==> src/note_sequencer_tone_player_defines.svh <==
// Assertion macros for the note sequencer tone player.
// Each macro expects signals named clk and rst_n in the scope of its use.
`ifndef NOTE_SEQUENCER_TONE_PLAYER_DEFINES_SVH
`define NOTE_SEQUENCER_TONE_PLAYER_DEFINES_SVH

// Consequent must hold in the same cycle as the antecedent.
`define NSTP_ASSERT_NOW(lbl, ante, cons, msg) \
  lbl: assert property (@(posedge clk) disable iff (!rst_n) (ante) |-> (cons)) \
    else $error(msg);

// Consequent must hold in the cycle after the antecedent.
`define NSTP_ASSERT_NEXT(lbl, ante, cons, msg) \
  lbl: assert property (@(posedge clk) disable iff (!rst_n) (ante) |=> (cons)) \
    else $error(msg);

`endif

==> src/nstp_pkg.sv <==
`timescale 1ns / 1ps

package nstp_pkg;

  // Note table depth and the index widths that follow from it.
  localparam int MAX_NOTES = 256;
  localparam int NOTE_AW   = (MAX_NOTES > 1) ? $clog2(MAX_NOTES) : 1;
  localparam int EFF_W     = (NOTE_AW + 1 > 9) ? NOTE_AW + 1 : 9;

  // Configuration port.
  localparam int CFG_IDX_W  = 2;
  localparam int CFG_DATA_W = 10;

  // Duration arithmetic: a whole note lasts WHOLE_MS / tempo milliseconds.
  localparam int WHOLE_MS = 240000;
  localparam int DVD_W    = 18;
  localparam int DVS_W    = 10;
  localparam int NOM_W    = DVD_W + 1;
  localparam int PCT_W    = 32 + 7;

  // The tone is cut once elapsed * 100 / nominal exceeds 90.
  localparam int PCT_SCALE = 100;
  localparam int PCT_LIMIT = 91;

  typedef enum logic [2:0] {
    CMD_TICK   = 3'd0,
    CMD_WRITE  = 3'd1,
    CMD_PLAY   = 3'd2,
    CMD_STOP   = 3'd3,
    CMD_PAUSE  = 3'd4,
    CMD_RESUME = 3'd5
  } cmd_t;

  typedef enum logic [CFG_IDX_W-1:0] {
    CFG_TEMPO    = 2'd0,
    CFG_LOOP     = 2'd1,
    CFG_SONG_LEN = 2'd2
  } cfg_idx_t;

  typedef enum logic [2:0] {
    S_IDLE,
    S_EXEC,
    S_RDWAIT,
    S_DIV1,
    S_DIV2,
    S_APPLY,
    S_DONE
  } state_t;

  typedef struct packed {
    logic [15:0]       freq;
    logic signed [7:0] len;
    logic              tied;
  } note_t;

endpackage

==> src/nstp_div.sv <==
`timescale 1ns / 1ps

module nstp_div (
  input  logic                        clk,
  input  logic                        rst_n,
  input  logic                        start,
  input  logic [nstp_pkg::DVD_W-1:0]  dividend,
  input  logic [nstp_pkg::DVS_W-1:0]  divisor,
  output logic                        busy,
  output logic                        done,
  output logic [nstp_pkg::DVD_W-1:0]  quotient
);
  import nstp_pkg::*;

  localparam int CNT_W = $clog2(DVD_W + 1);

  logic [DVD_W-1:0] quo_r;
  logic [DVS_W-1:0] rem_r;
  logic [DVS_W-1:0] dvs_r;
  logic [CNT_W-1:0] cnt_r;
  logic             busy_r;
  logic             done_r;

  logic [DVS_W:0]   trial;
  logic [DVS_W:0]   diff;
  logic             fits;

  // One restoring step: bring down the next dividend bit and try the subtract.
  always_comb begin
    trial = {rem_r, quo_r[DVD_W-1]};
    diff  = trial - {1'b0, dvs_r};
    fits  = (trial >= {1'b0, dvs_r});
  end

  // Step counter and handshake.
  always_ff @(posedge clk) begin
    if (!rst_n) begin
      cnt_r  <= '0;
      busy_r <= 1'b0;
      done_r <= 1'b0;
    end else begin
      done_r <= 1'b0;
      if (start) begin
        cnt_r  <= CNT_W'(DVD_W);
        busy_r <= 1'b1;
      end else if (busy_r) begin
        cnt_r <= cnt_r - CNT_W'(1);
        if (cnt_r == CNT_W'(1)) begin
          busy_r <= 1'b0;
          done_r <= 1'b1;
        end
      end
    end
  end

  // Quotient shifts in from the right as the dividend shifts out on the left.
  always_ff @(posedge clk) begin
    if (start) begin
      quo_r <= dividend;
      rem_r <= '0;
      dvs_r <= divisor;
    end else if (busy_r) begin
      quo_r <= {quo_r[DVD_W-2:0], fits};
      rem_r <= fits ? diff[DVS_W-1:0] : trial[DVS_W-1:0];
    end
  end

  assign busy     = busy_r;
  assign done     = done_r;
  assign quotient = quo_r;

endmodule
==> config.mk <==
export PLATFORM = sky130hd
export DESIGN_NAME = nstp_div
export DESIGN_NICKNAME = d
export VERILOG_FILES = /design/src/note_sequencer_tone_player_defines.svh /design/src/nstp_pkg.sv /design/src/nstp_div.sv
export SDC_FILE = /design/constraint.sdc
export NUM_CORES = 1
export LEC_CHECK = 0
export BUFFER_PORTS_ARGS = -buffer_cell sky130_fd_sc_hd__buf_2
export CAP_MARGIN = 0
export CORE_AREA = 3 3 86 88
export DETAILED_ROUTE_END_ITERATION = 10
export DIE_AREA = 0 0 89 91
export PLACE_DENSITY = 0.58
export SLEW_MARGIN = 10
export SYNTH_ARGS = -nofsm -noshare
export SYNTH_HDL_FRONTEND = slang
export SYNTH_SLANG_ARGS = --single-unit
==> constraint.sdc <==
create_clock -name clk -period 4 [get_ports clk]
set_input_delay 0.2 -clock clk [delete_from_list [all_inputs] [get_ports clk]]
set_output_delay 0.2 -clock clk [all_outputs]
set_load 0.05 [all_outputs]
# Yosys cells after proc, flatten, opt, wreduce, memory -nomap -nowiden
# Cells that the tools add are included.
# totals
reg_bits,45
latchBits,0
mem_bits_rw,0
rom_bits,0
out_inout_bits,20
wordCells,25
mem_count,0
# op_classes
add_sub_neg,2
n_mul,0
n_div,0
n_lt_le_gt_ge,1
n_eq_ne,1
shifts,0
muxes,9
n_bitwise,2
reduce_logical,3
# ops
cell,n
two-way mux 18 bit,2
greater-or-equal comparator 11 x 10 -> 1 bit,1
two-way mux 10 bit,1
two-way mux 5 bit,2
subtractor 10 bit,1
equality test 5 x 1 -> 1 bit (second input constant),1
subtractor 5 x 1 -> 5 bit (second input constant),1
two-way mux 1 bit,4
OR reduction 3 bit,1
inverter 1 bit,2
nonzero test 2 bit,1
OR reduction 2 bit,1

# Longest topological paths before layout
# logic_depth
word_depth,4
ltp_mapped,10
depth_no_buf,10

# Worst setup path before layout
# Ideal clock, no wire load.
# synth_timing
path_kind,register to register
from,"register quo_r[17], in the netlist quotient[17]"
to,register rem_r[8]
setup_time_ps,86
arrival_time_ps,2338
path_slack_ps,1576
path_stages_with_launch,11
n_path_buf,0
cell_sequence,edfxtp_1 > inv_1 > ha_1 > inv_1 > fa_1 > a211oi_1 > nor2_1 > o41ai_1 > xnor2_1 > nand2_1 > a211oi_1
# synth_via
elab_chain_cells,2
elab_cells_between_ends,3
# synth_lines
item,line,source
start: declaration,nstp_div.sv:17,logic [DVD_W-1:0] quo_r;
start signal: assignment,nstp_div.sv:59,quo_r <= dividend;
start signal: assignment,nstp_div.sv:63,"quo_r <= {quo_r[DVD_W-2:0], fits};"
subtractor 10 bit / greater-or-equal comparator 11 x 10 -> 1 bit (equally long branches),"nstp_div.sv:31, nstp_div.sv:32",
two-way mux 10 bit (*),nstp_div.sv:64,rem_r <= fits ? diff[DVS_W-1:0] : trial[DVS_W-1:0];
end signal: assignment,nstp_div.sv:64,
end: declaration,nstp_div.sv:18,logic [DVS_W-1:0] rem_r;
# Mark *: on every way between the ends. The rest lies on a longest branch, timed or not.
# A chain may end at the register's enable or synchronous reset.

# Final worst setup path
# Same ends and word-level chain as after synthesis.

==> metrics <==
outcome completed; Setup Buffers After CTS 0; WL final roughly 4.6 mm; DRT Pass-1 Iters 4; design area 2768 um^2; Mapped Nets approximately 250; Core Region 6719 um^2; Ports between 50 and 60; GR Util All Layers between 10 and 15%; area taken by multi-input logic gates approximately 1100 um^2; post-synthesis cell area 2322 um^2; vias in the first global route 1669; ratio of final minimum period to clock period 58.67%; DPL Wire Length around 3.3 mm; CTS tree built; CTS H-Tree Depth 2; share of cells above drive strength 1 between 30% and 40%; leakage around 0.0012 uW; post-synthesis sequential area ratio around 50%; first-pass GRT wire length around 8 mm; FF-to-FF path depth 10; Cells after DPL roughly 330; power per cell area around 440 nW/um^2; Tmin final about 2.3 ns; Fillers about 650; synth warn 0; CTS Buffer Depth 2; CP required about 4.2 ns; type of the worst min-delay path input pin to register; Max IR drop VDD ~180 uV; vias per cell 4.938; Setup-failing EPs final 0; critical path endpoint rem_r[8]$_SDFFE_PP0P_; CTS sink cnt 45; library cells used by synthesis 47; Clock Skew 0.007054 ns; Max-slew headroom between 50% and 60%; area grow syn2layout 19.18%; PortBufs 50; Overflow after GRT 0; worst hold margin around 0.063 ns; Fin Setup TNS 0 ns; fin cells ~340; Cells after Synth approximately 200; Slew Viols, Final 0; DRT iter0 DRCs 67; Clk pin slew, worst setup/hold paths about 0.090 ns; CTS root buffer clkbuf_8; Vert. Die Dim ~91 um; CP arrival around 2.6 ns; Most used DFF post-synth edfxtp_1; Num CTS Buffers 5; gpl congestion about 0.8; slew of the pin with the lowest slew margin roughly 0.7 ns; crit path max fanout 3; Die Area a little over 8000 um^2; R2R Setup Slk about 1.7 ns; Critical Path Start quotient[17]$_DFFE_PP_; DRC violations left 0; Worst-Skew Late Latency 0.30 ns; ANT nets after route 0; worst reg2reg path endpoint rem_r[8]$_SDFFE_PP0P_; max frequency 426.1 MHz; Final Hold Viols 0; register area around 1200 um^2; RSZ-0062 raised after global routing no; CTS resizes 0; Avg WL per Cell 13.70 um; EDFF count, synth 28; reg2reg start quotient[17]$_DFFE_PP_; Final nets 299; Mean Syn Cell Area ~11 um^2; pin count of the biggest net entering global routing 34; startpoint types register; Yosys reg bits 45; Area after DPL roughly 2700 um^2; initial antenna violation count 0; row count 30; final worst setup slack 1.653 ns; width of the die between 80 and 90 um; pre-CTS WS between 1.5 and 2 ns; CTS Hold Bufs 0; WS Path Type register to register; Initial Util 34.56%; MaxCap Viol Count 0; Setup crit end kind register; share of synthesized registers carrying an async set or reset 0%; antenna cells 0; vias ~1700
[power breakdown]
group	switching (uW)	internal, uW
combinational	194	114
sequential	21.3	540
clock	160	188
[synth_stat cells (all sizes together) (3+ instances only)]
| library cell | instances | area share [%] |
|---|---|---|
| dfxtp | 17 | 15 |
| o21a | 3 | 0.97 |
| clkbuf | 5 | 0.81 |
| nand2 | 11 | 1.8 |
| nand3 | 3 | 0.65 |
| a211oi | 5 | 1.6 |
| inv | 14 | 2.3 |
| o22ai | 5 | 1.9 |
| a311oi | 3 | 1.1 |
| buf | 3 | 0.54 |
| mux2 | 18 | 8.7 |
| a21o | 3 | 1.0 |
| nor2b | 3 | 0.81 |
| edfxtp | 28 | 36 |
| o21ai | 3 | 0.81 |
| nor2 | 19 | 3.1 |
| xnor2 | 5 | 1.9 |
| ha | 12 | 6.5 |
| xor2 | 6 | 2.3 |
| nor3 | 4 | 0.86 |
| a21oi | 9 | 1.9 |
[cell families (layout without fill, tap and decap cells)]
family                     count (synthesis)  in the layout  share of synthesized area (%)
AOI/OAI and AO/OA                         42             42                          13.85
and+or+nand+nor                           53             53                          11.48
DFF                                       45             45                          50.86
muxes                                     18             18                          8.728
buffers and inverters                     22             74                          3.610
adders and majority gates                 13             13                          7.327
xor gates and xnor gates                  11             11                          4.149
[stage by stage]
stage | power, uW | utilization, %
2_1_floorplan | 810.2 | -
3_3_place_gp | 880.9 | 39.53
3_5_place_dp | 882.2 | 39.53
4_1_cts | 1235 | 41.19
5_1_grt | 1290 | 41.19
6_report | 1217 | 41.19
[registers in the layout, indices dropped and copies added, names as in the netlist]
signal	cells
dvs_r	10
busy	1
quotient	18
done	1
cnt_r	5
rem_r	10
[how the worst min path moves through the flow]
stage               startpoint                  to  slack (ns)  depth (start not counted)
floorplan           divisor[0]  dvs_r[0]$_DFFE_PP_        0.30                          0
global placement    divisor[6]  dvs_r[6]$_DFFE_PP_        0.38                          1
detailed placement  divisor[1]  dvs_r[1]$_DFFE_PP_        0.38                          1
CTS                 divisor[2]  dvs_r[2]$_DFFE_PP_        0.05                          1
global route        divisor[6]  dvs_r[6]$_DFFE_PP_        0.04                          1
finish              divisor[1]  dvs_r[1]$_DFFE_PP_        0.06                          1
[layer usage]
metal | GRT usage, % | wire, um | part of all wire (%) | up-vias
met5 | 0 | 0 | 0 | -
met4 | 6.203 | 110 | 2.4 | 0
met3 | 3.721 | 161 | 3.5 | 8
met2 | 19.43 | 2190 | 48 | 21
met1 | 16.38 | 2140 | 46 | 784
li1 | - | - | - | 846
[layout by cell type (no fill, tap or decap), drive strengths merged, types with 2 or more instances in the layout]
| cell | Yosys | layout |
|---|---|---|
| a21oi | 9 | 9 |
| xor2 | 6 | 6 |
| nand2b | 2 | 2 |
| nand4 | 2 | 2 |
| o22ai | 5 | 5 |
| buf | 3 | 52 |
| nor3 | 4 | 4 |
| a31oi | 2 | 2 |
| clkbuf | 5 | 6 |
| o21bai | 2 | 2 |
| nor2 | 19 | 19 |
| and3 | 2 | 2 |
| dfxtp | 17 | 17 |
| mux2 | 18 | 18 |
| edfxtp | 28 | 28 |
| ha | 12 | 12 |
| a211oi | 5 | 5 |
| xnor2 | 5 | 5 |
| o21a | 3 | 3 |
| a21o | 3 | 3 |
| nand2 | 11 | 11 |
| nor2b | 3 | 3 |
| inv | 14 | 14 |
| nand3 | 3 | 3 |
| a311oi | 3 | 3 |
| o21ai | 3 | 3 |
[critical path, stage by stage, from the launching register on]
cell	delay, ns
edfxtp_1	0.40
inv_1	0.08
ha_1	0.15
inv_1	0.05
fa_1	0.42
a211oi_1	0.29
nor2_1	0.11
o41ai_1	0.33
xnor2_1	0.16
nand2_1	0.07
a211oi_1	0.18
[layout make-up]
class / count / share of cell area (%)
flip-flops and latches: 45 / 42.68
multi-input cells: 137 / 38.20
repair buffers: 52 / 9.584
well taps: 80 / 3.617
clock buffers: 6 / 2.622
inverters: 14 / 1.899
clock inverters: 2 / 1.401
(Power assumes the default switching activity.)
